**config.mk**
```make
export PLATFORM = sky130hd
export DESIGN_NAME = life_automaton_generation_step
export DESIGN_NICKNAME = d
export VERILOG_FILES = /design/src/rtl/core/lifegs_pkg.sv /design/src/rtl/core/life_automaton_generation_step.sv /design/src/rtl/core/lifegs_cell.sv /design/src/rtl/core/lifegs_rule.sv
export SDC_FILE = /design/constraint.sdc
export NUM_CORES = 1
export LEC_CHECK = 0
export CAP_MARGIN = 20
export CORE_MARGIN = 4
export CORE_UTILIZATION = 57
export CTS_BUF_LIST = sky130_fd_sc_hd__clkbuf_16
export DETAILED_ROUTE_END_ITERATION = 7
export DONT_BUFFER_PORTS = 1
export PLACE_DENSITY = 0.69
export SKIP_CTS_REPAIR_TIMING = 1
export SLEW_MARGIN = 10
export SYNTH_ARGS = -nofsm -noshare
export SYNTH_HDL_FRONTEND = slang
export SYNTH_SLANG_ARGS = --single-unit
```
**constraint.sdc**
```tcl
create_clock -name clock -period 9.3 [get_ports clock]
set_clock_uncertainty 0.2 [all_clocks]
set_input_delay 1.395 -clock clock [delete_from_list [all_inputs] [get_ports clock]]
set_output_delay 1.395 -clock clock [all_outputs]
set_load 0.005 [all_outputs]
```
**src/rtl/core/lifegs_pkg.sv**
```systemverilog
package lifegs_pkg;

   localparam int IDX_W  = 3;
   localparam int BITS_W = 8;

   localparam logic FUNC_WRITE = 1'b0;
   localparam logic FUNC_STEP  = 1'b1;

   typedef struct packed {
      logic              func;
      logic [IDX_W-1:0]  row_index;
      logic [BITS_W-1:0] row_bits;
   } req_payload_type;

   typedef struct packed {
      logic [IDX_W-1:0]  row_index_res;
      logic [BITS_W-1:0] row_bits_res;
      logic              last_row;
   } rsp_payload_type;

   typedef struct packed {
      logic shift_en;
      logic load_en;
   } cell_ctrl_type;

endpackage

```
**src/rtl/core/life_automaton_generation_step.sv**
```systemverilog
// life grid step: a write request loads one row and gives no response
// a step request streams the grid once through a chain of row cells, one row per cycle
// while the output stage can take it; row 0 of the new generation is computed once the
// sequencer is busy and presented from the output stage register, and the rest follow
// one per cycle while rsp_ready holds; the next request is taken once the last row is
// registered in the output stage; synchronous reset clears every cell of the grid
module life_automaton_generation_step #(
   parameter int GRID_SIZE = 8
) (
   input  logic                        clock,
   input  logic                        reset,
   input  logic                        req_valid,
   output logic                        req_ready,
   input  lifegs_pkg::req_payload_type req_payload,
   output logic                        rsp_valid,
   input  logic                        rsp_ready,
   output lifegs_pkg::rsp_payload_type rsp_payload
);

   localparam int CNT_W = $clog2(GRID_SIZE);
   localparam int IDX_W = lifegs_pkg::IDX_W;
   localparam int BITS_W = lifegs_pkg::BITS_W;
   localparam logic [CNT_W-1:0] LAST_ROW = CNT_W'(GRID_SIZE - 1);

   // sequencer state
   logic             busy_ff,  busy_in;
   logic [CNT_W-1:0] cnt_ff,   cnt_in;
   // old row just above the one at the head of the chain
   logic [GRID_SIZE-1:0] prev_ff, prev_in;

   // output stage
   logic                        rsp_valid_ff, rsp_valid_in;
   lifegs_pkg::rsp_payload_type rsp_data_ff,  rsp_data_in;

   logic req_fire;
   logic step_fire;
   logic write_fire;
   logic advance;
   logic is_last;

   // cell row contents; cell 0 is the head of the chain
   logic [GRID_SIZE-1:0] cell_row [GRID_SIZE];
   logic [GRID_SIZE-1:0] below_row;
   logic [GRID_SIZE-1:0] new_row;
   logic [GRID_SIZE-1:0] load_row;

   // widening helpers for the fixed-width response fields
   logic [CNT_W+IDX_W-1:0]      idx_wide;
   logic [GRID_SIZE+BITS_W-1:0] bits_wide;
   logic [GRID_SIZE+BITS_W-1:0] load_wide;

   assign req_ready  = !busy_ff;
   assign req_fire   = req_valid && req_ready;
   assign step_fire  = req_fire && (req_payload.func == lifegs_pkg::FUNC_STEP);
   assign write_fire = req_fire && (req_payload.func == lifegs_pkg::FUNC_WRITE);

   // a row moves only when the output stage can take its result
   assign advance = busy_ff && (!rsp_valid_ff || rsp_ready);
   assign is_last = (cnt_ff == LAST_ROW);

   // row below the head: cell 1 holds it, except on the last row where
   // cell 1 already carries new row 0 and the outside of the grid is dead
   assign below_row = is_last ? '0 : cell_row[1];

   // incoming row bits, trimmed or zero-extended to the grid width
   assign load_wide = {{GRID_SIZE{1'b0}}, req_payload.row_bits};
   assign load_row  = load_wide[GRID_SIZE-1:0];

   lifegs_rule #(
      .WIDTH(GRID_SIZE)
   ) u_rule (
      .above   (prev_ff),
      .center  (cell_row[0]),
      .below   (below_row),
      .next_row(new_row)
   );

   // chain of row cells: each takes its successor's row on a shift, the tail
   // takes the freshly computed row, so after GRID_SIZE shifts the chain holds
   // the new generation in order
   for (genvar k = 0; k < GRID_SIZE; k++) begin : g_cell
      lifegs_pkg::cell_ctrl_type ctrl;
      logic [GRID_SIZE-1:0]      shift_src;

      if (k == GRID_SIZE - 1) begin : g_tail
         assign shift_src = new_row;
      end else begin : g_body
         assign shift_src = cell_row[k+1];
      end

      // rows past the index field's reach can never be written
      if (k < (1 << IDX_W)) begin : g_wr
         assign ctrl.load_en = write_fire && (req_payload.row_index == IDX_W'(k));
      end else begin : g_nowr
         assign ctrl.load_en = 1'b0;
      end
      assign ctrl.shift_en = advance;

      lifegs_cell #(
         .WIDTH(GRID_SIZE)
      ) u_cell (
         .clock     (clock),
         .reset     (reset),
         .ctrl      (ctrl),
         .load_data (load_row),
         .shift_data(shift_src),
         .row       (cell_row[k])
      );
   end

   // response fields keep only the low bits of index and row
   assign idx_wide  = {{IDX_W{1'b0}}, cnt_ff};
   assign bits_wide = {{BITS_W{1'b0}}, new_row};

   always_comb begin
      busy_in      = busy_ff;
      cnt_in       = cnt_ff;
      prev_in      = prev_ff;
      rsp_valid_in = rsp_valid_ff;
      rsp_data_in  = rsp_data_ff;

      if (step_fire) begin
         busy_in = 1'b1;
         cnt_in  = '0;
         prev_in = '0;
      end

      if (advance) begin
         prev_in                   = cell_row[0];
         cnt_in                    = cnt_ff + 1'b1;
         rsp_valid_in              = 1'b1;
         rsp_data_in.row_index_res = idx_wide[IDX_W-1:0];
         rsp_data_in.row_bits_res  = bits_wide[BITS_W-1:0];
         rsp_data_in.last_row      = is_last;
         if (is_last) begin
            busy_in = 1'b0;
         end
      end else if (rsp_ready) begin
         rsp_valid_in = 1'b0;
      end
   end

   always_ff @(posedge clock) begin
      if (reset) begin
         busy_ff      <= 1'b0;
         cnt_ff       <= '0;
         rsp_valid_ff <= 1'b0;
      end else begin
         busy_ff      <= busy_in;
         cnt_ff       <= cnt_in;
         rsp_valid_ff <= rsp_valid_in;
      end
   end

   // payload registers
   always_ff @(posedge clock) begin
      prev_ff     <= prev_in;
      rsp_data_ff <= rsp_data_in;
   end

   assign rsp_valid   = rsp_valid_ff;
   assign rsp_payload = rsp_data_ff;

`ifndef SYNTHESIS
   // a step request starts the sweep from the top row
   a_step_start : assert property (@(posedge clock) disable iff (reset)
      step_fire |=> (busy_ff && (cnt_ff == '0)))
      else $error("step did not start at row 0");

   // the sweep ends right after the last row is produced
   a_step_end : assert property (@(posedge clock) disable iff (reset)
      (advance && is_last) |=> !busy_ff)
      else $error("sequencer still busy after last row");

   // every computed row lands in the output stage
   a_row_out : assert property (@(posedge clock) disable iff (reset)
      advance |=> rsp_valid_ff)
      else $error("computed row was not presented");

   // the final row is flagged only when it really is the last one
   a_last_flag : assert property (@(posedge clock) disable iff (reset)
      advance |=> (rsp_data_ff.last_row == $past(is_last)))
      else $error("last row flag mismatch");
`endif

endmodule

```
**src/rtl/core/lifegs_cell.sv**
```systemverilog
module lifegs_cell #(
   parameter int WIDTH = 8
) (
   input  logic                     clock,
   input  logic                     reset,
   input  lifegs_pkg::cell_ctrl_type ctrl,
   input  logic [WIDTH-1:0]         load_data,
   input  logic [WIDTH-1:0]         shift_data,
   output logic [WIDTH-1:0]         row
);

   logic [WIDTH-1:0] row_ff;
   logic [WIDTH-1:0] row_in;

   // shifting and loading never overlap: loads only happen while idle
   always_comb begin
      row_in = row_ff;
      if (ctrl.shift_en) begin
         row_in = shift_data;
      end else if (ctrl.load_en) begin
         row_in = load_data;
      end
   end

   always_ff @(posedge clock) begin
      if (reset) begin
         row_ff <= '0;
      end else begin
         row_ff <= row_in;
      end
   end

   assign row = row_ff;

endmodule

```
**src/rtl/core/lifegs_rule.sv**
```systemverilog
module lifegs_rule #(
   parameter int WIDTH = 8
) (
   input  logic [WIDTH-1:0] above,
   input  logic [WIDTH-1:0] center,
   input  logic [WIDTH-1:0] below,
   output logic [WIDTH-1:0] next_row
);

   // one dead guard bit on each side, so edge columns see dead neighbors
   logic [WIDTH+1:0] pad_a;
   logic [WIDTH+1:0] pad_c;
   logic [WIDTH+1:0] pad_b;

   assign pad_a = {1'b0, above, 1'b0};
   assign pad_c = {1'b0, center, 1'b0};
   assign pad_b = {1'b0, below, 1'b0};

   always_comb begin
      logic [3:0] n;
      next_row = '0;
      for (int p = 0; p < WIDTH; p++) begin
         n = 4'(pad_a[p]) + 4'(pad_a[p+1]) + 4'(pad_a[p+2])
           + 4'(pad_c[p]) + 4'(pad_c[p+2])
           + 4'(pad_b[p]) + 4'(pad_b[p+1]) + 4'(pad_b[p+2]);
         next_row[p] = (n == 4'd3) || (center[p] && (n == 4'd2));
      end
   end

endmodule

```
==> results.toml <==
[status]
status = "finished, final reports clean"

[synth]
synth_enable_flop_cells = 20
synthDominantCellAreaShare_pct = 27.4
yosysUniqueCellTypes = 41
synth_top_cells_by_area = "dfxtp_1, edfxtp_1, fa_1, a211oi_1, nor2_1"
ys.flop_type = "dfxtp_1"
synthesis.instances = 558
synth_nets = 625
avgSynthCellArea_um2 = 9.04
synth.ff_latch_count = 89
synth-async-reset-ratio_pct = 0
synth_area_leader_cell = "dfxtp_1"
synth_area_mm2 = 0.00504
synth_seq_area_share_pct = 39.3
synth_warnings = 0

[grt]
first_global_vias = 3848
grt_overflow_total = 0
grt.total_usage_pct = 23.6
largest_net_degree_at_the_start_of_global_routing = 87
grt_pass1_wl_um = 19300
initial_antenna_violation_count = 0

[clock_tree]
clock-sinks = 89
clk_pin_slew_worst_paths_ns = 0.06
cts.htree.levels = 3
number_of_buffers_on_the_longest_clock_path = 2
clkLatencyLatePin_ns = 0.34
tritoncts = "yes"
tritoncts.num_buffers = 9
cell_at_the_root_of_the_clock_tree = "clkbuf_16"

[finish]
final_area_mm2 = 0.00540
antenna-diode-count = 0
final_core_utilization_pct = 62.2
finish.net_count = 604
final_layout_size_suffix_gt1_share_pct = 6.09
layout_commonest_cell = "nor2_1"
synthToLayoutAreaGrowth_pct = 7.04
num-fill-cells = 752
most-common-layout-cells = "nor2_1, dfxtp_1, inv_1, nand2_1"

[critical_path]
worst_r2r_path_depth = 11
worstSetupStartpointType = "register"
critical_path_class = "register to register"
timing.critical_path.max_delay_family = "adder cells"
timing.critical_path.arrival_ns = 4.07
timing.critical_path.to_type = "register"
cpPeakStageDelay_ns = 0.49
critPathBufInv = 1
reg2reg_slack_ns = 5.11
r2r_start = "cnt_ff[0]"
cp_data_required_time_ns = 9.18
path_cells = "ha_1, ha_1, nor2b_1, fa_1, fa_1, inv_1, fa_1, fa_1, nor2_1, nand3_1, a221oi_1"
cp_max_fo = 10
worst_path_max_delay_cell = "fa_1"
regToRegEndpoint = "rsp_payload[7]"
critical-path-top-cell-by-count = "fa_1"

[timing]
achievable-frequency_mhz = 239
timing.final.crit_period_ns = 4.19
unrepaired_setup_endpoints_after_global_routing = "false"
setup_viol = 0
hold_viol = 0
drv_slew = 0
tightest_slew_ns = 0.900
finalWorstSetupSlack_ns = 5.11
final.period_utilization_pct = 45.1
tns_ns = 0
maxSlewHeadroom_pct = 40.0

[detailed_routing]
m1WireLength_um = 5400
dr_total_vias = 3858
routed-wl-met3_um = 513
wirelength_um = 11500
drtIter0Drc = 336
drc = 0
wl_per_cell_um = 17.8
route.top_layer_used = "met4"
vias_per_cell = 5.94
detail_route.first_pass.iterations = 5
met2WireLength_um = 5490
ant_nets = 0

[power_and_ir_drop]
switching_power_w = 0.000291
internal-power_w = 0.000773
seq_power_share_pct = 42.4
clock_power_share_pct = 38.6
p_total_w = 0.00106
total_leakage_power_nw = 2.30
max-vdd-ir-drop_mv = 0.128
power_density_mw_per_mm2 = 197
swShare_pct = 27.4
power.combinational.fraction_pct = 19.0

[die]
die_w_um = 102
boundaryPins = 30
dieHeight_um = 102
core_area_mm2 = 0.00868
fp.dieArea_mm2 = 0.0104
floorplan.initialDensity_pct = 58.1
rows = 34

[placement]
dpl-instance-area_mm2 = 0.00506
finalWeightedCongestion = 0.820
dp.final_hpwl_um = 7720
placement.io_buffers = 0
pre_cts_slack_ns = 5.13

[job]
cap_viol_max_count = 0

[hold_path]
hold_path.class = "register to register"
worstHoldPathCells = 2
min_delay_worst_endpoint = "g_cell[4].u_cell.row[3]"
hold_path_startpoint = "g_cell[4].u_cell.row[3]"
[cell families (layout without fill, tap and decap cells)]
kind of cell             Yosys count  in the layout  share of synthesized area, %
buffers and inverters             95             79                          7.17
AND/OR/NAND/NOR                  187            187                          17.2
flip-flops                        89             89                          39.3
multiplexers                      10             10                          1.98
adder cells (fa/ha/maj)           51             51                          16.8
AO/OA/AOI/OAI                    126            126                          17.5
[power by group through the flow]
stage | Combinational [W] | Sequential, W | Clock [W]
after floorplan | 0.000166 | 0.000452 | 0
final | 0.000202 | 0.000452 | 0.000411
after global placement | 0.000190 | 0.000459 | 0
after CTS | 0.000204 | 0.000451 | 0.000414
after detailed placement | 0.000201 | 0.000460 | 0
after global routing | 0.000234 | 0.000455 | 0.000431
[area by class of cell]
| class | instances | area, µm² | area share, % |
|---|---|---|---|
| clock buffer | 9 | 225 | 4.17 |
| multi-input combinational | 374 | 2700 | 50.1 |
| sequential | 89 | 1980 | 36.7 |
| timing repair buffer | 2 | 15.0 | 0.278 |
| inverter | 61 | 229 | 4.24 |
| tap | 108 | 135 | 2.50 |
| clock inverter | 7 | 110 | 2.04 |
[worst register-to-register path, cell delays in order, from the launching register on]
cell	delay, ns
dfxtp_1	0.34
ha_1	0.21
ha_1	0.31
nor2b_1	0.32
fa_1	0.49
fa_1	0.49
inv_1	0.05
fa_1	0.46
fa_1	0.41
nor2_1	0.10
nand3_1	0.09
a221oi_1	0.46
[stage by stage]
step	hold slack (ns)	std cells
finish	0.255	650
global route	0.267	650
global placement	0.242	634
detailed placement	0.246	634
CTS	0.254	650
floorplan	0.235	558
[routing by layer]
layer  global-route usage, %  vias to the layer above
met5                       0                        -
met1                    33.9                     1878
met4                    7.37                        0
met3                    3.07                       12
met2                    37.3                      110
li1                        -                     1858
[cells in the mapped netlist (3+ instances only)]
| cell type | instances |
|---|---|
| nand3_1 | 8 |
| inv_1 | 60 |
| dfxtp_1 | 69 |
| buf_1 | 7 |
| a21oi_1 | 46 |
| nand2b_1 | 12 |
| a221oi_1 | 6 |
| o21ai_0 | 3 |
| a211oi_2 | 8 |
| mux2i_1 | 10 |
| edfxtp_1 | 20 |
| nor2_1 | 80 |
| nor3_1 | 4 |
| nor2b_1 | 5 |
| clkbuf_1 | 23 |
| a211oi_1 | 46 |
| and3_1 | 3 |
| a311oi_1 | 8 |
| fa_1 | 28 |
| nor3b_1 | 3 |
| nand2_1 | 61 |
| ha_1 | 23 |
[flip-flops by register name (all words and copies together) (netlist names)]
register,cells
g_cell.u_cell.row,64
rsp_payload,12
prev_ff,8
cnt_ff,3
busy_ff,1
rsp_valid,1
[how the worst max path moves through the flow]
stage,startpoint,endpoint,slack [ns],cells after the start
5_1_grt,cnt_ff[1],g_cell[7].u_cell.row[2],4.89,13
3_3_place_gp,cnt_ff[0],rsp_payload[7],5.25,11
2_1_floorplan,cnt_ff[0],g_cell[7].u_cell.row[1],5.58,11
6_report,cnt_ff[0],rsp_payload[7],5.11,11
4_1_cts,cnt_ff[0],rsp_payload[7],5.09,11
3_5_place_dp,cnt_ff[0],rsp_payload[7],5.13,11
(Power assumes the default switching activity.)
